==> src/rtl/core/ntpodmf_pkg.sv <==
package ntpodmf_pkg;

   // long division of the 58-bit microsecond count (after the shift by 6) by 15625
   localparam int unsigned CHUNK_W    = 18;
   localparam int unsigned REM_W      = 14;
   localparam int unsigned REST_W     = REM_W + 1;
   localparam int unsigned DIVIDEND_W = REM_W + CHUNK_W;
   localparam int unsigned TOP_W      = 4;
   localparam int unsigned LOW_W      = 6;
   localparam int unsigned SECS_W     = 32;
   localparam int unsigned FRAC_W     = 32;
   localparam int unsigned US_REM_W   = REM_W + LOW_W;
   localparam int unsigned CHUNK_SHIFT = 45;
   localparam int unsigned FRAC_SHIFT  = 20;
   localparam int unsigned FRAC_PROD_W = US_REM_W + 33;
   localparam int unsigned RESID_W     = US_REM_W + 1;

   // stages from the input register to the fixed-point timestamp
   localparam int unsigned CONV_LAT = 8;

   localparam logic [REM_W-1:0] DIV_BASE    = 14'd15625;
   // floor(2^45 / 15625) and floor(2^52 / 10^6)
   localparam logic [31:0]      CHUNK_RECIP = 32'd2251799813;
   localparam logic [32:0]      FRAC_RECIP  = 33'd4503599627;

   localparam logic [19:0] US_PER_S      = 20'd1000000;
   localparam logic [9:0]  MS_PER_S      = 10'd1000;
   localparam logic [31:0] NTP_UNIX_SPAN = 32'd2208988800;
   localparam logic [63:0] SPAN_US       = 64'(NTP_UNIX_SPAN) * 64'(US_PER_S);

   typedef struct packed {
      logic valid;
      logic ok;
      logic last;
   } ctl_type;

   typedef struct packed {
      logic        valid;
      logic        synced;
      logic [63:0] delay;
      logic [63:0] offset;
      logic [63:0] now;
   } record_type;

endpackage

==> src/rtl/core/ntpodmf_min_filter.sv <==
module ntpodmf_min_filter (
   input  logic                    clock,
   input  logic                    reset,
   input  logic                    enable,
   input  ntpodmf_pkg::ctl_type    ctl_i,
   input  logic [63:0]             t1_i,
   input  logic [63:0]             t2_i,
   input  logic [63:0]             t3_i,
   input  logic [63:0]             t4_i,
   input  logic [63:0]             now_i,
   output ntpodmf_pkg::record_type rec_o
);
   import ntpodmf_pkg::*;

   ctl_type     ctl9_ff, ctl10_ff;
   logic [63:0] now9_ff, now10_ff;
   logic [63:0] d41_ff, d32_ff, fwd_ff, rev_ff;
   logic [63:0] delay_in, delay_ff, offset_in, offset_ff;
   logic [63:0] best_delay_in, best_delay_ff;
   logic [63:0] best_offset_in, best_offset_ff;
   logic        have_in, have_ff;
   logic        take;
   logic [63:0] cur_delay, cur_offset;
   logic        cur_have;
   record_type  rec_in, rec_ff;

   always_comb begin
      delay_in  = d41_ff - d32_ff;
      offset_in = (fwd_ff >> 1) + (rev_ff >> 1);
   end

   // only feedback path: the record compare
   always_comb begin
      take       = ctl10_ff.valid && ctl10_ff.ok && (delay_ff < best_delay_ff);
      cur_delay  = take ? delay_ff  : best_delay_ff;
      cur_offset = take ? offset_ff : best_offset_ff;
      cur_have   = take | have_ff;

      rec_in.valid  = ctl10_ff.valid & ctl10_ff.last;
      rec_in.synced = cur_have;
      rec_in.delay  = cur_delay;
      rec_in.offset = cur_offset;
      rec_in.now    = now10_ff;

      if (ctl10_ff.valid && ctl10_ff.last) begin
         best_delay_in  = '1;
         best_offset_in = '0;
         have_in        = 1'b0;
      end else begin
         best_delay_in  = cur_delay;
         best_offset_in = cur_offset;
         have_in        = cur_have;
      end
   end

   always_ff @(posedge clock) begin
      if (enable) begin
         d41_ff    <= t4_i - t1_i;
         d32_ff    <= t3_i - t2_i;
         fwd_ff    <= t2_i - t1_i;
         rev_ff    <= t3_i - t4_i;
         now9_ff   <= now_i;
         delay_ff  <= delay_in;
         offset_ff <= offset_in;
         now10_ff  <= now9_ff;
      end
   end

   always_ff @(posedge clock) begin
      if (reset) begin
         ctl9_ff        <= '0;
         ctl10_ff       <= '0;
         best_delay_ff  <= '1;
         best_offset_ff <= '0;
         have_ff        <= 1'b0;
         rec_ff         <= '0;
      end else if (enable) begin
         ctl9_ff        <= ctl_i;
         ctl10_ff       <= ctl9_ff;
         best_delay_ff  <= best_delay_in;
         best_offset_ff <= best_offset_in;
         have_ff        <= have_in;
         rec_ff         <= rec_in;
      end
   end

   assign rec_o = rec_ff;

endmodule

==> config.mk <==
export PLATFORM = sky130hd
export DESIGN_NAME = ntpodmf_min_filter
export DESIGN_NICKNAME = d
export VERILOG_FILES = /design/src/rtl/core/ntpodmf_pkg.sv /design/src/rtl/core/ntpodmf_min_filter.sv
export SDC_FILE = /design/constraint.sdc
export NUM_CORES = 2
export LEC_CHECK = 0
export ABC_AREA = 1
export BUFFER_PORTS_ARGS = -buffer_cell sky130_fd_sc_hd__buf_2
export CAP_MARGIN = 0
export CORE_MARGIN = 5
export CORE_UTILIZATION = 34
export DETAILED_ROUTE_END_ITERATION = 8
export SLEW_MARGIN = 20
export SYNTH_ARGS = -nofsm -noshare
export SYNTH_HDL_FRONTEND = slang
export SYNTH_SLANG_ARGS = --single-unit
==> constraint.sdc <==
create_clock -name clock -period 4.1 [get_ports clock]
set_input_delay 0 -clock clock [delete_from_list [all_inputs] [get_ports clock]]
set_output_delay 0 -clock clock [all_outputs]
set_load 0.01 [all_outputs]
# Yosys cells after proc, flatten, opt, wreduce, memory -nomap -nowiden

Cells that the tools add are included.

Register bits after elaboration: 841
Input port bits: 326
Output and inout port bits: 194
Word-level logic and storage cells: 39

Add/subtract/negate cells: 6
Magnitude comparators: 1
Multiplexer cells: 5
Bitwise operators: 2
Reduce and logical (&&, ||, !) cells: 3

Operators by type and width:

| cell                                      | count |
|---|---|
| 64-bit subtractor                         | 5 |
| 64-bit 2-to-1 mux                         | 4 |
| 63-bit by 63-bit adder with 64-bit output | 1 |
| 64-bit < comparator                       | 1 |
| 1-bit logical AND                         | 3 |
| 1-bit AND                                 | 1 |
| 1-bit 2-to-1 mux                          | 1 |
| 1-bit bitwise OR                          | 1 |

# Longest topological paths before layout

Word-level depth: 4
Gate-level depth with buffers: 19

# Worst setup path after synthesis

No wires, ideal clock.

Path kind: register to register
Start: register d32_ff[0]
End: register delay_ff[34], data pin
Setup time: 259 ps
Arrival time: 2123 ps
Required time: 3841 ps
Setup slack: 1718 ps
Cell stages (with the launch flop): 11
Period minus slack after synthesis: 2382 ps
Path through: edfxtp_1 ha_1 fa_1 nand3b_1 nand2_1 a21oi_1 o21bai_1 a21boi_1 o21ai_0 a21oi_1 xnor2_1

Cells in the longest elaborated chain, start to end: 1

RTL lines:

| what                     | RTL line                 | RTL |
|---|---|---|
| start: declaration       | ntpodmf_min_filter.sv:17 | `logic [63:0] d41_ff, d32_ff, fwd_ff, rev_ff;` |
| start signal: assignment | ntpodmf_min_filter.sv:59 | `d32_ff <= t3_i - t2_i;` |
| 64-bit subtractor        | ntpodmf_min_filter.sv:28 | `delay_in = d41_ff - d32_ff;` |
| via delay_in[34]         | ntpodmf_min_filter.sv:18 | `logic [63:0] delay_in, delay_ff, offset_in, offset_ff;` |
| end signal: assignment   | ntpodmf_min_filter.sv:63 | `delay_ff <= delay_in;` |
| end: declaration         | ntpodmf_min_filter.sv:18 |  |

The timed path passes the listed nets, and every way through them passes these cells.
A chain may end at the register's enable or synchronous reset.

# Final worst setup path

Start: input port t2_i[0]
End: register d32_ff[62], data pin

Cells in the longest elaborated chain, start to end: 1

RTL lines:

| what               | RTL line                 | RTL |
|---|---|---|
| start: declaration | ntpodmf_min_filter.sv:7  | `input logic [63:0] t2_i,` |
| 64-bit subtractor  | ntpodmf_min_filter.sv:59 |  |

No other way between the ends.

==> impl_metrics.env <==
export IMPL_layout_setup_ws_ns=0.431
export IMPL_skew_ns=0.0814
export IMPL_post_place_ws_ns=0.674
export IMPL_fin_tns_setup_ns=0
export IMPL_syn_inst=6985
export IMPL_maxSlewViolCount=0
export IMPL_largest_register_ffs=194
export IMPL_numCtsBuffers=98
export IMPL_globalRouteTotalUtil_pct=27.0
export IMPL_clkPwrFrac_pct=29.9
export IMPL_intPower_mw=19.2
export IMPL_nets=8643
export IMPL_power_leakage_nw=29.9
export IMPL_swShare_pct=37.1
export IMPL_setup_viol=0
export IMPL_grt_pass1_wl_um=339000
export IMPL_netlist_area_um2=55100
export IMPL_n_fill_cell=16600
export IMPL_cts_max_level=3
export IMPL_synth_flop_cell="edfxtp_1"
export IMPL_overflow=0
export IMPL_worst_pin_slew_ns=1.14
export IMPL_start_util_pct=34.3
export IMPL_drv_cap=0
export IMPL_wl_per_cell_um=23.7
export IMPL_core_um2=161000
export IMPL_power_density_nw_per_um2=454
export IMPL_rows=147
export IMPL_tritoncts="yes"
export IMPL_power_switching_mw=11.3
export IMPL_antenna_left=0
export IMPL_first_pass_iters=6
export IMPL_ys_seq_elements=839
export IMPL_final_common_cell="nand2_1"
export IMPL_irDropWorstVdd_mv=0.359
export IMPL_routed_wl_um=241000
export IMPL_r2r_cells=12
export IMPL_pwr_share_comb_pct=33.5
export IMPL_timing_critical_path_to_type="flop"
export IMPL_reg2reg_to="delay_ff[34]"
export IMPL_ff2ff_setup_slack_ns=0.82
export IMPL_drive_gt1_share_pct=9.74
export IMPL_cp_required_ns=4.54
export IMPL_slew_headroom_pct=23.1
export IMPL_path_max_fanout=3
export IMPL_grt_antenna_before_repair=41
export IMPL_ys_warn_count=0
export IMPL_r2r_start="d41_ff[0]"
export IMPL_drc=0
export IMPL_layout_min_cycle_time_ns=3.67
export IMPL_rsz0062_at_grt="no"
export IMPL_cts_repair_resized=0
export IMPL_outcome="finished, final reports clean"
export IMPL_vias=53600
export IMPL_final_cell_mix="1193 x nand2_1, 975 x inv_1, 766 x a21oi_1"
export IMPL_fp_dieW_um=412
export IMPL_path_clk_slew_ns=0.06
export IMPL_finalCritPeriodShare_pct=89.5
export IMPL_start_kind="input port"
export IMPL_grt_max_degree=190
export IMPL_synth_edf_count=510
export IMPL_root_buffer="clkbuf_16"
export IMPL_synth_net_count=7756
export IMPL_seqPwrFrac_pct=36.6
export IMPL_max_freq_mhz=273
export IMPL_yosysUniqueCellTypes=45
export IMPL_holdPathStages=4
export IMPL_grt_pass1_vias=49700
export IMPL_hp_class="in2reg"
export IMPL_clkLatencyLatePin_ns=0.76
export IMPL_fp_dieArea_um2=170000
export IMPL_hold_end="d41_ff[34]"
export IMPL_clock_sinks=839
export IMPL_drt_iter0_markers=5715
export IMPL_gp_congestion=1.03
export IMPL_chipHeight_um=412
export IMPL_synthArstFlopShare_pct=0
export IMPL_io_pin_count=520
export IMPL_io_buffers=519
export IMPL_seq_area_frac_synth_pct=39.8
export IMPL_area_growth_pct=22.4
export IMPL_hold_start="t4_i[34]"
export IMPL_critPathKind="in2reg"
export IMPL_vias_per_cell=5.28
export IMPL_place_hpwl_um=199000
export IMPL_crit_arrival_ns=4.11
export IMPL_synth_area_per_cell_um2=7.88
export IMPL_ctsLongestPathBuffers=3
export IMPL_hold_viol=0
Yosys cell counts (all sizes together) (5+ instances only):
master,count,area [um^2]
buf,56,295
a21oi,774,3900
inv,978,3670
o211ai,87,653
edfxtp,510,15300
clkbuf,93,349
o21bai,55,413
nor2,704,2650
ha,439,5490
a21boi,52,413
nor3,74,380
and3,20,125
nand3,409,2060
o21ai,435,2210
fa,6,120
o21a,25,188
a211oi,7,52.6
nand4,73,457
nand3b,68,510
xor2,214,1870
dfxtp,329,6590
nor4,42,263
a221oi,5,43.8
xnor2,135,1180
nand2,1196,4490
a31oi,106,663
a21o,83,623
power groups by stage:
stage	combinational (mW)	sequential, mW	clock (mW)
after floorplan	6.04	11.1	0
after global placement	9.70	11.3	0
after detailed placement	9.64	11.4	0
after CTS	10.0	11.2	9.34
after global routing	11.1	11.3	9.67
final	10.3	11.2	9.14
per-stage QoR:
step	util, %	total power, mW	hold WS (ns)	cells	cell area [um^2]
after global placement	37.6	21.0	0.178	9576	60400
after floorplan	-	17.2	0.0989	6985	55100
after detailed placement	37.6	21.0	0.178	9576	60400
final	41.9	30.6	0.0479	10100	67400
after CTS	41.9	30.6	0.000516	10100	67300
after global routing	41.9	32.1	0.0523	10100	67400
routing by layer:
metal	global-route usage, %	part of all wire, %
met3	5.66	8.7
met1	39.4	47
met2	40.5	42
met5	0	0.043
met4	6.98	2.5
cell type report:
class                           count  area (um^2)  area share, %
Antenna cell                       27         67.6          0.100
Clock buffer                      137         2860           4.24
Clock inverter                     45          509          0.756
Inverter                          978         3680           5.46
Multi-Input combinational cell   5019        28900           42.9
Sequential cell                   839        21900           32.5
Tap cell                         2160         2700           4.01
Timing Repair Buffer              936         6790           10.1
how the worst max path moves through the flow:
stage | slack, ns | cells past startpoint | startpoint | endpoint
CTS | 0.66 | 14 | t2_i[0] | d32_ff[62]
global placement | 0.32 | 10 | d32_ff[38] | delay_ff[53]
floorplan | 1.72 | 10 | d32_ff[0] | delay_ff[34]
finish | 0.43 | 14 | t2_i[0] | d32_ff[62]
global route | 0.49 | 14 | t2_i[0] | d32_ff[62]
detailed placement | 0.67 | 11 | t4_i[9] | rev_ff[37]
critical path, stage by stage:
cell and delay (ns):
dlygate4sd3_1 0.56, buf_2 0.14, ha_1 0.22, fa_1 0.40, nand3b_1 0.18, nand2_1 0.18, a21oi_2 0.12, o21ai_2 0.28
a21boi_0 0.20, o21ai_1 0.79, nand3_1 0.26, nand3_1 0.16, nand2_1 0.06, dlygate4sd3_1 0.54
cell families (layout without fill, tap and decap cells):
kind of cell,Yosys count,count (layout),synth area share [%]
XOR/XNOR,349,349,5.55
AO/OA/AOI/OAI,1637,1637,16.8
AND/OR/NAND/NOR,2588,2588,19.9
other,0,27,0
flip-flops,839,839,39.8
adder cells (fa/ha/maj),445,445,10.2
buffers and inverters,1127,2096,7.84
what timing repair did:
item | 4_1_cts | 5_1_grt
setup endpoints to repair | 0 | 0
hold buffers | 356 | 0
endpoints found under the hold margin | 404 | 0
buffers inserted | 0 | 0
No activity file was read; power rests on OpenSTA's default activity.
