==> src/rtl/core/ntpodmf_pkg.sv <==
package ntpodmf_pkg;

   // long division of the 58-bit microsecond count (after the shift by 6) by 15625
   localparam int unsigned CHUNK_W    = 18;
   localparam int unsigned REM_W      = 14;
   localparam int unsigned REST_W     = REM_W + 1;
   localparam int unsigned DIVIDEND_W = REM_W + CHUNK_W;
   localparam int unsigned TOP_W      = 4;
   localparam int unsigned LOW_W      = 6;
   localparam int unsigned SECS_W     = 32;
   localparam int unsigned FRAC_W     = 32;
   localparam int unsigned US_REM_W   = REM_W + LOW_W;
   localparam int unsigned CHUNK_SHIFT = 45;
   localparam int unsigned FRAC_SHIFT  = 20;
   localparam int unsigned FRAC_PROD_W = US_REM_W + 33;
   localparam int unsigned RESID_W     = US_REM_W + 1;

   // stages from the input register to the fixed-point timestamp
   localparam int unsigned CONV_LAT = 8;

   localparam logic [REM_W-1:0] DIV_BASE    = 14'd15625;
   // floor(2^45 / 15625) and floor(2^52 / 10^6)
   localparam logic [31:0]      CHUNK_RECIP = 32'd2251799813;
   localparam logic [32:0]      FRAC_RECIP  = 33'd4503599627;

   localparam logic [19:0] US_PER_S      = 20'd1000000;
   localparam logic [9:0]  MS_PER_S      = 10'd1000;
   localparam logic [31:0] NTP_UNIX_SPAN = 32'd2208988800;
   localparam logic [63:0] SPAN_US       = 64'(NTP_UNIX_SPAN) * 64'(US_PER_S);

   typedef struct packed {
      logic valid;
      logic ok;
      logic last;
   } ctl_type;

   typedef struct packed {
      logic        valid;
      logic        synced;
      logic [63:0] delay;
      logic [63:0] offset;
      logic [63:0] now;
   } record_type;

endpackage

==> src/rtl/core/ntpodmf_result.sv <==
module ntpodmf_result (
   input  logic                    clock,
   input  logic                    reset,
   input  ntpodmf_pkg::record_type rec_i,
   input  logic                    rsp_stall,
   output logic                    hold_o,
   output logic                    rsp_valid,
   output logic                    rsp_synced,
   output logic [63:0]             rsp_unix_us,
   output logic [31:0]             rsp_delay_ms
);
   import ntpodmf_pkg::*;

   logic        hold;
   logic        v12_ff, synced12_ff;
   logic [51:0] sec_prod_in, sec_prod_ff;
   logic [51:0] frac_prod_in, frac_prod_ff;
   logic [41:0] dlo_in, dlo_ff;
   logic [31:0] dhi_in, dhi_ff;
   logic [63:0] now12_ff;
   logic        valid_in, valid_ff;
   logic        synced_ff;
   logic [63:0] epoch_in, epoch_ff;
   logic [31:0] delay_ms_in, delay_ms_ff;

   // freeze the pipeline only when a second result would land on a stalled one
   assign hold = valid_ff & rsp_stall & v12_ff;

   always_comb begin
      sec_prod_in  = 52'(rec_i.offset[63:32]) * 52'(US_PER_S);
      frac_prod_in = 52'(rec_i.offset[31:0]) * 52'(US_PER_S);
      dlo_in       = 42'(rec_i.delay[31:0]) * 42'(MS_PER_S);
      dhi_in       = rec_i.delay[63:32] * 32'(MS_PER_S);
   end

   always_comb begin
      valid_in = v12_ff | (valid_ff & rsp_stall);
      if (synced12_ff) begin
         epoch_in    = 64'(sec_prod_ff) + 64'(frac_prod_ff[51:32]) + now12_ff - SPAN_US;
         delay_ms_in = dhi_ff + 32'(dlo_ff[41:32]);
      end else begin
         epoch_in    = '0;
         delay_ms_in = '0;
      end
   end

   always_ff @(posedge clock) begin
      if (!hold) begin
         synced12_ff  <= rec_i.synced;
         sec_prod_ff  <= sec_prod_in;
         frac_prod_ff <= frac_prod_in;
         dlo_ff       <= dlo_in;
         dhi_ff       <= dhi_in;
         now12_ff     <= rec_i.now;
      end
      if (v12_ff && !hold) begin
         synced_ff   <= synced12_ff;
         epoch_ff    <= epoch_in;
         delay_ms_ff <= delay_ms_in;
      end
   end

   always_ff @(posedge clock) begin
      if (reset) begin
         v12_ff   <= 1'b0;
         valid_ff <= 1'b0;
      end else begin
         if (!hold) v12_ff <= rec_i.valid;
         valid_ff <= valid_in;
      end
   end

   assign hold_o       = hold;
   assign rsp_valid    = valid_ff;
   assign rsp_synced   = synced_ff;
   assign rsp_unix_us  = epoch_ff;
   assign rsp_delay_ms = delay_ms_ff;

endmodule

==> config.mk <==
export PLATFORM = sky130hd
export DESIGN_NAME = ntpodmf_result
export DESIGN_NICKNAME = d
export VERILOG_FILES = /design/src/rtl/core/ntpodmf_pkg.sv /design/src/rtl/core/ntpodmf_result.sv
export SDC_FILE = /design/constraint.sdc
export NUM_CORES = 2
export LEC_CHECK = 0
export CORE_ASPECT_RATIO = 2
export CORE_MARGIN = 2
export CORE_UTILIZATION = 72
export DETAILED_ROUTE_END_ITERATION = 10
export DONT_BUFFER_PORTS = 1
export HOLD_SLACK_MARGIN = 0.12
export PLACE_DENSITY = 0.95
export SYNTH_ARGS = -nofsm -noshare
export SYNTH_HDL_FRONTEND = slang
export SYNTH_SLANG_ARGS = --single-unit
==> constraint.sdc <==
create_clock -name clock -period 16.3 [get_ports clock]
set_clock_uncertainty 0.2 [all_clocks]
set_input_delay 0 -clock clock [delete_from_list [all_inputs] [get_ports clock]]
set_output_delay 0 -clock clock [all_outputs]
set_load 0.02 [all_outputs]
Yosys cells after proc, flatten, opt, wreduce, memory -nomap -nowiden --
Cells that the tools add are included.
Word-level totals: bits in registers 324, bits in latches 0, memory bits (writable) 0, memory bits (read-only) 0, input port bits 197, output and inout port bits 99, memories 0
Operators by class: add/sub/neg operators 4, multipliers 4, div/mod/pow operators 0, $lt $le $gt $ge 0, equality and inequality tests 0, shift operators 0, multiplexer cells 0, bitwise gates (word level) 3, reduce and logical (&&, ||, !) cells 2
Operators with widths (count):
- 32-bit by 14-bit multiplier with 46-bit output, second input constant | 2
- 53-bit by 64-bit adder with 64-bit output | 1
- 64-bit by 51-bit subtractor with 64-bit output, second input constant | 1
- 52-bit by 20-bit adder with 53-bit output | 1
- 32-bit by 7-bit multiplier with 39-bit output, second input constant | 1
- 32-bit by 10-bit adder with 32-bit output | 1
- 32-bit by 7-bit multiplier with 29-bit output, second input constant | 1
- 1-bit bitwise AND | 2
- 1-bit logical AND | 1
- 1-bit logical NOT | 1
- 1-bit bitwise OR | 1

Longest topological paths before layout --
depth in word-level cells 4, mapped depth 21, gate-level depth less buffers 20

Least setup slack after synthesis --
No wires, ideal clock.
path kind reg2reg, from register valid_ff (netlist: rsp_valid), to register delay_ms_ff[0] (netlist: rsp_delay_ms[0]), enable pin, setup time 0.701 ns, arrival 7.443 ns, required time 15.399 ns, path slack 7.956 ns, cell stages (with the launch flop) 2, path buffers 0, period minus slack after synthesis 8.344 ns, path through dfxtp_1 a21boi_0
Between the ends: longest elaborated chain between the ends 4
Ends and longest elaborated chain:
- from (decl) | RTL line ntpodmf_result.sv:21 | logic valid_in, valid_ff;
- from (signal assigned) | RTL line ntpodmf_result.sv:69 | valid_ff <= valid_in;
- 1-bit bitwise AND (2 in series) | RTL line ntpodmf_result.sv:27 | assign hold = valid_ff & rsp_stall & v12_ff;
- 1-bit logical NOT
- 1-bit logical AND | RTL line ntpodmf_result.sv:56 | if (v12_ff && !hold) begin
- to (signal assigned) | RTL line ntpodmf_result.sv:59 | delay_ms_ff <= delay_ms_in;
- to (decl) | RTL line ntpodmf_result.sv:24 | logic [31:0] delay_ms_in, delay_ms_ff;
No other way between the ends. A chain may end at the register's enable or synchronous reset.

Worst setup path in the final report --
from input rec_i[160] in the netlist's numbering, to register dhi_ff[31], data pin
Between the ends: longest elaborated chain between the ends 1
Ends and longest elaborated chain:
- from (decl) | RTL line ntpodmf_result.sv:4 | input ntpodmf_pkg::record_type rec_i,
- 32-bit by 7-bit multiplier with 29-bit output | RTL line ntpodmf_result.sv:33 | dhi_in = rec_i.delay[63:32] * 32'(MS_PER_S);
- named net dhi_in[31] | RTL line ntpodmf_result.sv:19 | logic [31:0] dhi_in, dhi_ff;
- to (signal assigned) | RTL line ntpodmf_result.sv:53 | dhi_ff <= dhi_in;
- to (decl) | RTL line ntpodmf_result.sv:19
The timed path passes the listed nets, and every way through them passes these cells.

==> impl_metrics.json <==
{
  "final_common_cell": "inv_1",
  "cts_resized": 0,
  "grt_setup_unrepaired": "no",
  "synth_area_per_cell_um2": 10.9,
  "pin_count": 296,
  "report.final.slew_viol_count": 0,
  "ys_seq_area_share_pct": 22.7,
  "dp_hpwl_um": 68200,
  "busiest_layer": "met2",
  "dieHeight_um": 318,
  "antenna_found_initial": 3,
  "worstPathArrival_ns": 6.70,
  "yosysUniqueCellTypes": 62,
  "ant_nets": 0,
  "synth_top_flop_cell": "edfxtp_1",
  "layout-drive-gt1-share_pct": 2.06,
  "worstSetupPathType": "in -> reg",
  "cts_buffer_depth": 3,
  "cts_tree": "done",
  "relSlewSlack_pct": 27.9,
  "initial_utilization_pct": 72.6,
  "holdWs_ns": 0.131,
  "startpoint": "rec_i[160]",
  "max_slew.worst_pin.slew_ns": 1.08,
  "globalRouteMet1Util_pct": 45.8,
  "grt_pass1_vias": 29300,
  "cpMostUsedCell": "fa_1",
  "grt_use_total_pct": 39.0,
  "drcViolationCount": 0,
  "final_cell_mix": "inv_1 (621), ha_1 (611), fa_1 (493)",
  "yosys.area.top_type_share_pct": 27.8,
  "cts.reportedPaths.clkPinSlew_ns": 0.07,
  "netlist_instances": 3257,
  "cts.sinks": 269,
  "crit_family": "adder cells",
  "r2r-start": "sec_prod_ff[12]",
  "cpMaxStageDelayCell": "a2111oi_0",
  "grt_pass1_wl_um": 155000,
  "outcome": "finished, final reports clean",
  "worst_r2r_path_depth": 12,
  "gr-total-overflow": 0,
  "fin_crit_ns": 6.58,
  "core_area_mm2": 0.0489,
  "clk_latency_ns": 0.58,
  "period_share_pct": 40.4,
  "drt_iter0_drc": 2619,
  "path_cells": "dlygate4sd3_1 > dlygate4sd3_1 > fa_1 > inv_1 > fa_1 > inv_1 > fa_1 > fa_1 > ha_1 > or3_1 > nor2_1 > o21ai_0 > nand3b_1 > a21oi_1 > a2111oi_0 > o21bai_1 > a21oi_1 > xnor2_1 > dlygate4sd3_1",
  "cts_root_buffer": "clkbuf_16",
  "ys_ff_latch": 269,
  "use_met2_pct": 64.2,
  "worstPathRequired_ns": 16.42,
  "crit_path_max_fanout": 5,
  "synthesis.nets": 4558,
  "ys_async_sr_fraction_pct": 0,
  "drv_cap": 0,
  "slowest_delay_ns": 0.70,
  "vias": 26700,
  "instances_no_fill": 4143,
  "die_width_um": 161,
  "grt_max_degree": 73,
  "rows": 115,
  "cp-start-kind": "primary input",
  "gr-usage-met3_pct": 8.75,
  "area_delta_synth_final_pct": 11.0,
  "finalSetupTns_ns": 0,
  "post_cts_buffers": 0,
  "htreeDepth": 1,
  "ys_warn_count": 0,
  "synth_area_leaders": "fa_1 (28%), edfxtp_1 (23%), ha_1 (22%), inv_1 (6.6%), xnor2_1 (3.0%)",
  "layout.nets": 4779,
  "io_buffers": 0,
  "syn_area_mm2": 0.0355,
  "wl_per_cell_um": 23.5,
  "cts_buffers": 27,
  "cp.depth": 19,
  "fmax_mhz": 152,
  "synth_top_cell_by_area": "fa_1",
  "dp_cells": 3864,
  "crit_buf_inv": 5,
  "end_kind": "register",
  "setup_violations": 0,
  "final_hold_viol_count": 0,
  "hp-class": "in -> reg",
  "synth_edf_count": 267,
  "design.die.area_mm2": 0.0512,
  "drt-total-wl_um": 97300,
  "firstDrtPassIters": 8,
  "avgViaCountPerCell": 6.44,
  "min_from": "rec_i[90]",
  "cts_hold_buf": 228,
  "gp_congestion": 0.941,
  "whs_path_depth": 5
}
routing by layer:
metal  up-vias  wire, um
li1      11400         -
met3       621      8980
met5         -         9
met1     12900     33600
met2      1794     46500
met4         2      8180
flip-flops by register name, summed over array words and instances (netlist names):
| name | flops |
|---|---|
| dlo_ff | 10 |
| sec_prod_ff | 46 |
| v12_ff | 1 |
| rsp_valid | 1 |
| dhi_ff | 29 |
| synced12_ff | 1 |
| rsp_unix_us | 64 |
| now12_ff | 64 |
| rsp_synced | 1 |
| rsp_delay_ms | 32 |
| frac_prod_ff | 20 |
cell families (layout without fill, tap and decap cells):
kind of cell / after synthesis / in the layout / share of synthesized area (%)
AO/OA/AOI/OAI: 537 / 537 / 9.75
XOR/XNOR: 178 / 178 / 4.39
adder cells (fa/ha/maj): 1104 / 1104 / 49.3
buffers and inverters: 663 / 904 / 7.01
flip-flops: 269 / 269 / 22.7
multiplexers: 10 / 10 / 0.282
other: 0 / 2 / 0
AND/OR/NAND/NOR: 496 / 496 / 6.56
layout make-up:
class / count / area, um2
Antenna cell: 2 / 5.00
Clock buffer: 27 / 676
Clock inverter: 22 / 233
Fill cell: 2654 / 9500
Inverter: 622 / 2330
Multi-Input combinational cell: 2325 / 25000
Sequential cell: 269 / 8060
Tap cell: 643 / 805
Timing Repair Buffer: 233 / 2320
per-stage QoR:
stage / util [%] / setup WS (ns) / instance area, um2
after detailed placement: 74.0 / 9.96 / 36200
after floorplan: - / 7.96 / 35500
after global routing: 80.6 / 9.63 / 39400
after CTS: 80.6 / 10.49 / 39400
final: 80.6 / 9.72 / 39400
after global placement: 74.0 / 10.07 / 36200
cells in the mapped netlist (4+ instances only):
cell type and instances:
a2111oi_0 10, a211o_1 11, a211oi_1 13, a21boi_0 6, a21o_1 95, a21oi_1 187
a221oi_1 5, a311oi_1 4, a31oi_1 10, a41oi_1 6, and2_1 18, and3_1 19
clkbuf_1 37, edfxtp_1 267, fa_1 493, ha_1 611, inv_1 622, mux2i_1 10
nand2_1 128, nand2b_1 14, nand3_1 39, nand4_1 30, nor2_1 158, nor2b_1 17
nor3_1 32, nor3b_1 6, nor4_1 10, o211ai_1 17, o21a_1 20, o21ai_0 84
o21bai_1 31, o221ai_1 4, o31ai_1 6, or2_2 7, or3_1 6, or4_1 4
xnor2_1 122, xor2_1 56
path summary, 6_finish.rpt:
kind	to	slack, ns
hold / removal	frac_prod_ff[32]	0.13
hold reg to reg	rsp_delay_ms[1]	0.33
setup / recovery	dhi_ff[31]	9.72
setup reg to reg	rsp_unix_us[63]	10.71
tightest hold or removal path, delay by kind of cell:
family / cells / cell delay (ns)
adder cells (fa/ha/maj): 2 / 0.55
XOR/XNOR: 1 / 0.14
buffers and inverters: 2 / 0.10
Power is left out: the tool's default activity adds up to more than one toggle a clock period on the data nets, which glitch-free logic cannot reach.
