## src/rtl/core/ntpodmf_pkg.sv

```systemverilog
package ntpodmf_pkg;

   // long division of the 58-bit microsecond count (after the shift by 6) by 15625
   localparam int unsigned CHUNK_W    = 18;
   localparam int unsigned REM_W      = 14;
   localparam int unsigned REST_W     = REM_W + 1;
   localparam int unsigned DIVIDEND_W = REM_W + CHUNK_W;
   localparam int unsigned TOP_W      = 4;
   localparam int unsigned LOW_W      = 6;
   localparam int unsigned SECS_W     = 32;
   localparam int unsigned FRAC_W     = 32;
   localparam int unsigned US_REM_W   = REM_W + LOW_W;
   localparam int unsigned CHUNK_SHIFT = 45;
   localparam int unsigned FRAC_SHIFT  = 20;
   localparam int unsigned FRAC_PROD_W = US_REM_W + 33;
   localparam int unsigned RESID_W     = US_REM_W + 1;

   // stages from the input register to the fixed-point timestamp
   localparam int unsigned CONV_LAT = 8;

   localparam logic [REM_W-1:0] DIV_BASE    = 14'd15625;
   // floor(2^45 / 15625) and floor(2^52 / 10^6)
   localparam logic [31:0]      CHUNK_RECIP = 32'd2251799813;
   localparam logic [32:0]      FRAC_RECIP  = 33'd4503599627;

   localparam logic [19:0] US_PER_S      = 20'd1000000;
   localparam logic [9:0]  MS_PER_S      = 10'd1000;
   localparam logic [31:0] NTP_UNIX_SPAN = 32'd2208988800;
   localparam logic [63:0] SPAN_US       = 64'(NTP_UNIX_SPAN) * 64'(US_PER_S);

   typedef struct packed {
      logic valid;
      logic ok;
      logic last;
   } ctl_type;

   typedef struct packed {
      logic        valid;
      logic        synced;
      logic [63:0] delay;
      logic [63:0] offset;
      logic [63:0] now;
   } record_type;

endpackage

```

## src/rtl/core/ntpodmf_chunk_div.sv

```systemverilog
module ntpodmf_chunk_div (
   input  logic                              clock,
   input  logic                              enable,
   input  logic [ntpodmf_pkg::REM_W-1:0]     rem_i,
   input  logic [ntpodmf_pkg::CHUNK_W-1:0]   chunk_i,
   output logic [ntpodmf_pkg::CHUNK_W-1:0]   quot_o,
   output logic [ntpodmf_pkg::REM_W-1:0]     rem_o
);
   import ntpodmf_pkg::*;

   logic [DIVIDEND_W-1:0]   num_in, num_ff;
   logic [2*DIVIDEND_W-1:0] prod_in, prod_ff;
   logic [CHUNK_W-1:0]      qest;
   logic [DIVIDEND_W-1:0]   back;
   logic [REST_W-1:0]       rest;
   logic [CHUNK_W-1:0]      quot_in, quot_ff;
   logic [REM_W-1:0]        rem_in, rem_ff;

   always_comb begin
      num_in  = {rem_i, chunk_i};
      prod_in = (2*DIVIDEND_W)'(num_in) * (2*DIVIDEND_W)'(CHUNK_RECIP);
   end

   // estimate is low by at most one
   always_comb begin
      qest = prod_ff[CHUNK_SHIFT +: CHUNK_W];
      back = DIVIDEND_W'(qest) * DIVIDEND_W'(DIV_BASE);
      rest = REST_W'(num_ff - back);
      if (rest >= REST_W'(DIV_BASE)) begin
         quot_in = qest + CHUNK_W'(1);
         rem_in  = REM_W'(rest - REST_W'(DIV_BASE));
      end else begin
         quot_in = qest;
         rem_in  = REM_W'(rest);
      end
   end

   always_ff @(posedge clock) begin
      if (enable) begin
         num_ff  <= num_in;
         prod_ff <= prod_in;
         quot_ff <= quot_in;
         rem_ff  <= rem_in;
      end
   end

   assign quot_o = quot_ff;
   assign rem_o  = rem_ff;

endmodule

```

## src/rtl/core/ntpodmf_us_to_fixed.sv

```systemverilog
module ntpodmf_us_to_fixed (
   input  logic        clock,
   input  logic        enable,
   input  logic [63:0] us_i,
   output logic [63:0] fixed_o
);
   import ntpodmf_pkg::*;

   logic [REM_W-1:0]       rem1, rem2, rem3;
   logic [CHUNK_W-1:0]     quot2, quot3;
   logic [CHUNK_W-1:0]     chunk2_ff [2];
   logic [CHUNK_W-1:0]     chunk3_ff [4];
   logic [LOW_W-1:0]       low_ff [6];
   logic [CHUNK_W-1:0]     quot2_ff [2];
   logic [US_REM_W-1:0]    frac_rem_in, frac_rem_ff;
   logic [FRAC_PROD_W-1:0] frac_prod_in, frac_prod_ff;
   logic [SECS_W-1:0]      secs_in, secs_ff;
   logic [FRAC_W-1:0]      fest, frac;
   logic [51:0]            back;
   logic [RESID_W-1:0]     resid;
   logic [63:0]            fixed_in, fixed_ff;

   // the top bits of us/64 are below the divisor and seed the remainder
   ntpodmf_chunk_div u_div1 (
      .clock   (clock),
      .enable  (enable),
      .rem_i   ({{(REM_W-TOP_W){1'b0}}, us_i[63:60]}),
      .chunk_i (us_i[59:42]),
      .quot_o  (),
      .rem_o   (rem1)
   );

   ntpodmf_chunk_div u_div2 (
      .clock   (clock),
      .enable  (enable),
      .rem_i   (rem1),
      .chunk_i (chunk2_ff[1]),
      .quot_o  (quot2),
      .rem_o   (rem2)
   );

   ntpodmf_chunk_div u_div3 (
      .clock   (clock),
      .enable  (enable),
      .rem_i   (rem2),
      .chunk_i (chunk3_ff[3]),
      .quot_o  (quot3),
      .rem_o   (rem3)
   );

   always_comb begin
      frac_rem_in  = {rem3, low_ff[5]};
      frac_prod_in = FRAC_PROD_W'(frac_rem_in) * FRAC_PROD_W'(FRAC_RECIP);
      secs_in      = {quot2_ff[1][SECS_W-CHUNK_W-1:0], quot3};
   end

   always_comb begin
      fest  = frac_prod_ff[FRAC_SHIFT +: FRAC_W];
      back  = 52'(fest) * 52'(US_PER_S);
      resid = RESID_W'({frac_rem_ff, 32'd0} - back);
      frac  = (resid >= RESID_W'(US_PER_S)) ? fest + FRAC_W'(1) : fest;
      fixed_in = {secs_ff, frac};
   end

   always_ff @(posedge clock) begin
      if (enable) begin
         chunk2_ff[0] <= us_i[41:24];
         chunk2_ff[1] <= chunk2_ff[0];
         chunk3_ff[0] <= us_i[23:6];
         for (int i = 1; i < 4; i++) chunk3_ff[i] <= chunk3_ff[i-1];
         low_ff[0] <= us_i[5:0];
         for (int i = 1; i < 6; i++) low_ff[i] <= low_ff[i-1];
         quot2_ff[0]  <= quot2;
         quot2_ff[1]  <= quot2_ff[0];
         frac_rem_ff  <= frac_rem_in;
         frac_prod_ff <= frac_prod_in;
         secs_ff      <= secs_in;
         fixed_ff     <= fixed_in;
      end
   end

   assign fixed_o = fixed_ff;

endmodule

```

## config.mk

```make
export PLATFORM = sky130hd
export DESIGN_NAME = ntpodmf_us_to_fixed
export DESIGN_NICKNAME = d
export VERILOG_FILES = /design/src/rtl/core/ntpodmf_pkg.sv /design/src/rtl/core/ntpodmf_chunk_div.sv /design/src/rtl/core/ntpodmf_us_to_fixed.sv
export SDC_FILE = /design/constraint.sdc
export NUM_CORES = 2
export LEC_CHECK = 0
export BUFFER_PORTS_ARGS = -buffer_cell sky130_fd_sc_hd__clkbuf_2
export CAP_MARGIN = 20
export CORE_ASPECT_RATIO = 1.4
export CORE_MARGIN = 1.5
export CORE_UTILIZATION = 55
export DETAILED_ROUTE_END_ITERATION = 8
export HOLD_SLACK_MARGIN = 0.05
export PLACE_DENSITY = 0.71
export SYNTH_ARGS = -nofsm -noshare
export SYNTH_HDL_FRONTEND = slang
export SYNTH_SLANG_ARGS = --single-unit
```

## constraint.sdc

```tcl
create_clock -name clock -period 10.6 [get_ports clock]
set_clock_uncertainty 0.1 [all_clocks]
set_input_delay 0.53 -clock clock [delete_from_list [all_inputs] [get_ports clock]]
set_output_delay 0.53 -clock clock [all_outputs]
set_load 0.01 [all_outputs]
```

## Word level (Yosys, flattened, before mapping)

Memories as Yosys holds them, arrays and structs flattened. A register that Yosys moved wholly into a read port is not among the register bits.
Cells that the tools add are included.

| word-level totals | value |
|---|---|
| register bits after elaboration | 451 |
| bits in writable memories | 180 |
| input bits | 66 |
| output and inout bits | 64 |
| word-level logic and storage cells | 48 |
| memories kept | 4 |

Memory list:

| name | depth | bits a word | rd ports | clocked after memory_dff | wr ports | RTL line | text |
|---|---|---|---|---|---|---|---|
| chunk3_ff | 4 | 18 | 4 | 0 | 4 | ntpodmf_us_to_fixed.sv:12 | `logic [CHUNK_W-1:0] chunk3_ff [4];` |
| chunk2_ff | 2 | 18 | 2 | 0 | 2 | ntpodmf_us_to_fixed.sv:11 | `logic [CHUNK_W-1:0] chunk2_ff [2];` |
| low_ff | 6 | 6 | 6 | 0 | 6 | ntpodmf_us_to_fixed.sv:13 | `logic [LOW_W-1:0] low_ff [6];` |
| quot2_ff | 2 | 18 | 2 | 1 | 2 | ntpodmf_us_to_fixed.sv:14 | `logic [CHUNK_W-1:0] quot2_ff [2];` |

| cells by class | value |
|---|---|
| $add $sub $neg | 10 |
| multiply operators | 8 |
| magnitude comparators | 4 |
| multiplexer cells | 8 |

Operators with widths:

| cell | number |
|---|---|
| 32-bit by 32-bit multiplier with 63-bit output (second input constant) | 2 |
| 22-bit by 32-bit multiplier with 54-bit output (second input constant) | 1 |
| 20-bit by 33-bit multiplier with 52-bit output (second input constant) | 1 |
| 15-bit by 14-bit greater-or-equal comparator with 1-bit output (second input constant) | 3 |
| 15-bit subtractor | 3 |
| 14-bit two-way mux | 3 |
| 14-bit subtractor (second input constant) | 3 |
| 18-bit by 1-bit adder with 18-bit output (second input constant) | 2 |
| 18-bit by 14-bit multiplier with 15-bit output (second input constant) | 2 |
| 18-bit two-way mux | 2 |
| 32-bit by 1-bit adder with 32-bit output (second input constant) | 1 |
| 32-bit by 14-bit multiplier with 15-bit output (second input constant) | 1 |
| 32-bit two-way mux | 1 |
| 21-bit by 20-bit greater-or-equal comparator with 1-bit output (second input constant) | 1 |
| 1-bit by 21-bit subtractor with 21-bit output (first input constant) | 1 |
| 9-bit by 14-bit multiplier with 15-bit output (second input constant) | 1 |
| 1-bit two-way mux | 2 |

## Depth between registers and ports, before layout

| depth | value |
|---|---|
| depth after elaboration | 4 |
| depth in mapped cells | 29 |

## Hierarchy

A second synthesis with hierarchy kept.

| second synthesis, totals | value |
|---|---|
| cell total of the unflattened synthesis | 7507 |
| area total of the unflattened synthesis | 83179.8 um^2 |

By module, submodules not included:

| module | times used | cells an instance | area an instance (um^2) | seq. area each (um^2) |
|---|---|---|---|---|
| ntpodmf_us_to_fixed | 1 | 1568 | 20963.9 | 9008.6 |
| ntpodmf_chunk_div at u_div2 | 1 | 2021 | 20895.0 | 1951.9 |
| ntpodmf_chunk_div at u_div1 | 1 | 1979 | 20713.6 | 1951.9 |
| ntpodmf_chunk_div at u_div3 | 1 | 1939 | 20607.3 | 1951.9 |

## Worst setup path after synthesis

No wires, ideal clock.

| timing | value |
|---|---|
| path kind | register -> register |
| start | register u_div2.rem_ff[0], in the netlist u_div2.rem_o[0] |
| end | register u_div3.prod_ff[50] (data pin) |
| library setup time | 0.259 ns |
| arrival time | 7.070 ns |
| data required time | 10.241 ns |
| setup slack | 3.171 ns |
| cell stages (with the launch flop) | 28 |
| cells stage by stage | edfxtp_1 > inv_1 > fa_1 > inv_1 > fa_1 > inv_1 > fa_1 > fa_1 > inv_1 > fa_1 > fa_1 > fa_1 > inv_1 > fa_1 > inv_1 > ha_1 > a21o_1 > a21o_1 > a221o_1 > a21oi_1 > o221ai_1 > o21ai_0 > a21boi_0 > nor2_1 > o21ai_0 > or2_2 > a21oi_1 > xnor2_1 |

| on the way | value |
|---|---|
| cells in the longest elaborated chain, start to end | 1 |

RTL lines:

| element | RTL line | text |
|---|---|---|
| start: declaration | ntpodmf_chunk_div.sv:17 | `logic [REM_W-1:0] rem_in, rem_ff;` |
| start signal: assignment | ntpodmf_chunk_div.sv:43 | `rem_ff <= rem_in;` |
| 32-bit by 32-bit multiplier with 63-bit output | ntpodmf_chunk_div.sv:21 | `prod_in = (2*DIVIDEND_W)'(num_in) * (2*DIVIDEND_W)'(CHUNK_RECIP);` |
| named net u_div3.prod_in[50] | ntpodmf_chunk_div.sv:12 | `logic [2*DIVIDEND_W-1:0] prod_in, prod_ff;` |
| end signal: assignment | ntpodmf_chunk_div.sv:41 | `prod_ff <= prod_in;` |
| end: declaration | ntpodmf_chunk_div.sv:12 |  |

The timed path passes the listed nets, and every way through them passes these cells.
A chain may end at the register's enable or synchronous reset.

==> impl_metrics.yaml <==
outcome:
  status: "completed"
die:
  die_w_um: 311
  initial_utilization_pct: 55.6
  ioPinCount: 130
  core-area_mm2: 0.131
  rows: 157
  die_h_um: 434
  die_area_mm2: 0.135
synth:
  synth_top_flop_cell: "edfxtp_1"
  synth_area_mm2: 0.0729
  yosysSeqAreaShare_pct: 19.0
  synth_seq_cells: 461
  async_flop_share_pct: 0
  synth_cell_types: 75
  synth_nets: 9231
  avgSynthCellArea_um2: 11.2
  syn_inst: 6492
  yosysWarningCount: 0
  synth_edf_count: 461
sta:
  finalSetupViolations: 0
  max_freq_ghz: 0.119
  fin_ws_ps: 2220
  worst_pin_slew_ps: 1350
  maxSlewViolCount: 0
  hold_viol: 0
  fin_tns_setup_ps: 0
  layout_min_cycle_time_ps: 8380
  slew_headroom_pct: 9.95
  fin_crit_sh_pct: 79.0
  rsz0062_at_grt: "no"
global_route:
  grt.total_usage_pct: 27.0
  grt_pass1_wl_um: 277000
  overflow: 0
  antenna_found_initial: 1
  grt_max_degree: 168
  grt_pass1_vias: 50622
layout:
  nets: 9455
  layout-drive-gt1-share_pct: 3.81
  syn2layout_area_growth_pct: 6.95
  diodes: 0
  final_cell_mix: "inv_1 (1976), ha_1 (1448), fa_1 (1225), edfxtp_1 (461), xnor2_1 (187)"
  n_fill_cell: 10973
  final_common_cell: "inv_1"
placed_design:
  gp_routability_congestion: 0.986
  dp_hpwl_um: 155000
  pre_cts_ws_ps: 2220
  io_buffers: 129
setup_path:
  path_buf_inv: 4
  ff2ff_setup_slack_ps: 2220
  critical_path_required_ps: 10860
  startpoint_type: "flop"
  slowest_delay_ps: 760
  path_max_fanout: 11
  path_class: "flop to flop"
  worst_path_most_repeated_cell: "fa_1"
  end_kind: "flop"
  cp.arrival_ps: 8630
  crit_family: "adder cells"
  critPathSlowestCell: "edfxtp_1"
routing:
  ant_nets: 0
  routed_wl_um: 175000
  vias: 44935
  drc: 0
  dr.first_iter.drc_count: 2053
  dr.pass1.iters: 5
  post_drt_wl_per_cell_um: 20.6
  routed_via_density: 5.28
cts:
  cts_max_path_buffers: 3
  numCtsBuffers: 48
  cts_tree: "built"
  ctsHoldBuffers: 42
  clk_latency_ps: 640
  root_buffer: "clkbuf_16"
  cts.clk_slew.worst_paths_ps: 70
  cts-resized-gates: 0
  cts_setup_buffers: 0
  cts_max_level: 2
  cts_sinks: 461
worst_hold_path:
  hp-class: "input pin to flop"
flow_run:
  cap_violations: 0
cell type report:
| cell class | instances | area [um2] | area share (%) |
|---|---|---|---|
| Multi-Input combinational cell | 4040 | 51600 | 66.2 |
| Sequential cell | 461 | 13800 | 17.7 |
| Inverter | 1977 | 7420 | 9.51 |
| Tap cell | 1749 | 2190 | 2.81 |
| Clock buffer | 54 | 1240 | 1.60 |
| Timing Repair Buffer | 188 | 1220 | 1.57 |
| Clock inverter | 34 | 470 | 0.603 |
layer usage:
| layer | global-route usage [%] | vias up | routed length, um |
|---|---|---|---|
| li1 | - | 20932 | - |
| met1 | 29.0 | 22599 | 63400 |
| met2 | 51.4 | 937 | 94300 |
| met3 | 2.13 | 465 | 4900 |
| met4 | 16.8 | 2 | 12800 |
| met5 | 0 | - | 13 |
synthesized netlist by cell type, types with 16 or more instances:
library cell / number / area, um2
and3_1: 41 / 257
a21o_1: 117 / 878
fa_1: 1225 / 24500
nand3_1: 51 / 255
or3_1: 17 / 106
xor2_1: 128 / 1120
nor2_1: 118 / 443
a31oi_1: 16 / 100
inv_1: 1976 / 7420
edfxtp_1: 461 / 13800
a21oi_1: 122 / 611
nand4_1: 33 / 206
nand2_1: 106 / 398
o21bai_1: 18 / 135
o21a_1: 29 / 218
xnor2_1: 187 / 1640
nor3_1: 44 / 220
ha_1: 1448 / 18100
nor2b_1: 35 / 219
o21ai_0: 86 / 430
sequential cells by signal (all words and copies together), names as in the netlist, 18 cells and up:
register        flops
chunk3_ff          72
fixed_o            64
chunk2_ff          36
low_ff             36
frac_prod_ff       32
secs_ff            32
quot2_ff           28
u_div3.prod_ff     20
u_div3.quot_o      18
per-stage QoR:
stage,hold WS [ps],cell area [um2],instances,util (%)
after global placement,300,75800,8371,57.8
final,209,78000,8503,59.4
after detailed placement,305,75800,8371,57.8
after global routing,177,78000,8503,59.4
after CTS,165,78000,8501,59.4
after floorplan,300,72900,6492,-
path summary, 6_finish.rpt:
path                        endpoint             start  cells past startpoint
hold reg to reg      chunk3_ff[3][4]   chunk3_ff[2][4]                      0
setup / recovery  u_div2.prod_ff[59]  chunk2_ff[0][27]                     25
setup reg to reg  u_div2.prod_ff[59]  chunk2_ff[0][27]                     25
hold / removal      u_div1.num_ff[3]          us_i[45]                      1
kinds of logic (layout without fill, tap and decap cells):
kind of cell | after synthesis | after routing | synth area share (%)
adder cells (fa/ha/maj) | 2673 | 2673 | 58.5
buffers and inverters | 1991 | 2253 | 10.3
AND/OR/NAND/NOR | 527 | 527 | 3.69
AO/OA/AOI/OAI | 517 | 517 | 4.70
flip-flops | 461 | 461 | 19.0
XOR/XNOR | 315 | 315 | 3.78
multiplexers | 8 | 8 | 0.117
worst reg2reg max path: stages, from the launching register on:
cell	delay [ps]
edfxtp_1	760
inv_1	260
fa_1	600
fa_1	440
fa_1	510
fa_1	410
inv_1	80
fa_1	440
fa_1	460
fa_1	520
inv_1	60
fa_1	490
inv_1	40
ha_1	310
a21o_1	170
a21o_1	160
a21oi_1	180
o2111ai_1	170
o211ai_1	260
a31oi_1	280
o31a_1	390
o31ai_1	290
o21a_1	230
o2111a_1	260
o21bai_1	90
xnor2_1	130
Power is left out: the tool's default activity adds up to more than one toggle a clock period on the data nets, which glitch-free logic cannot reach.
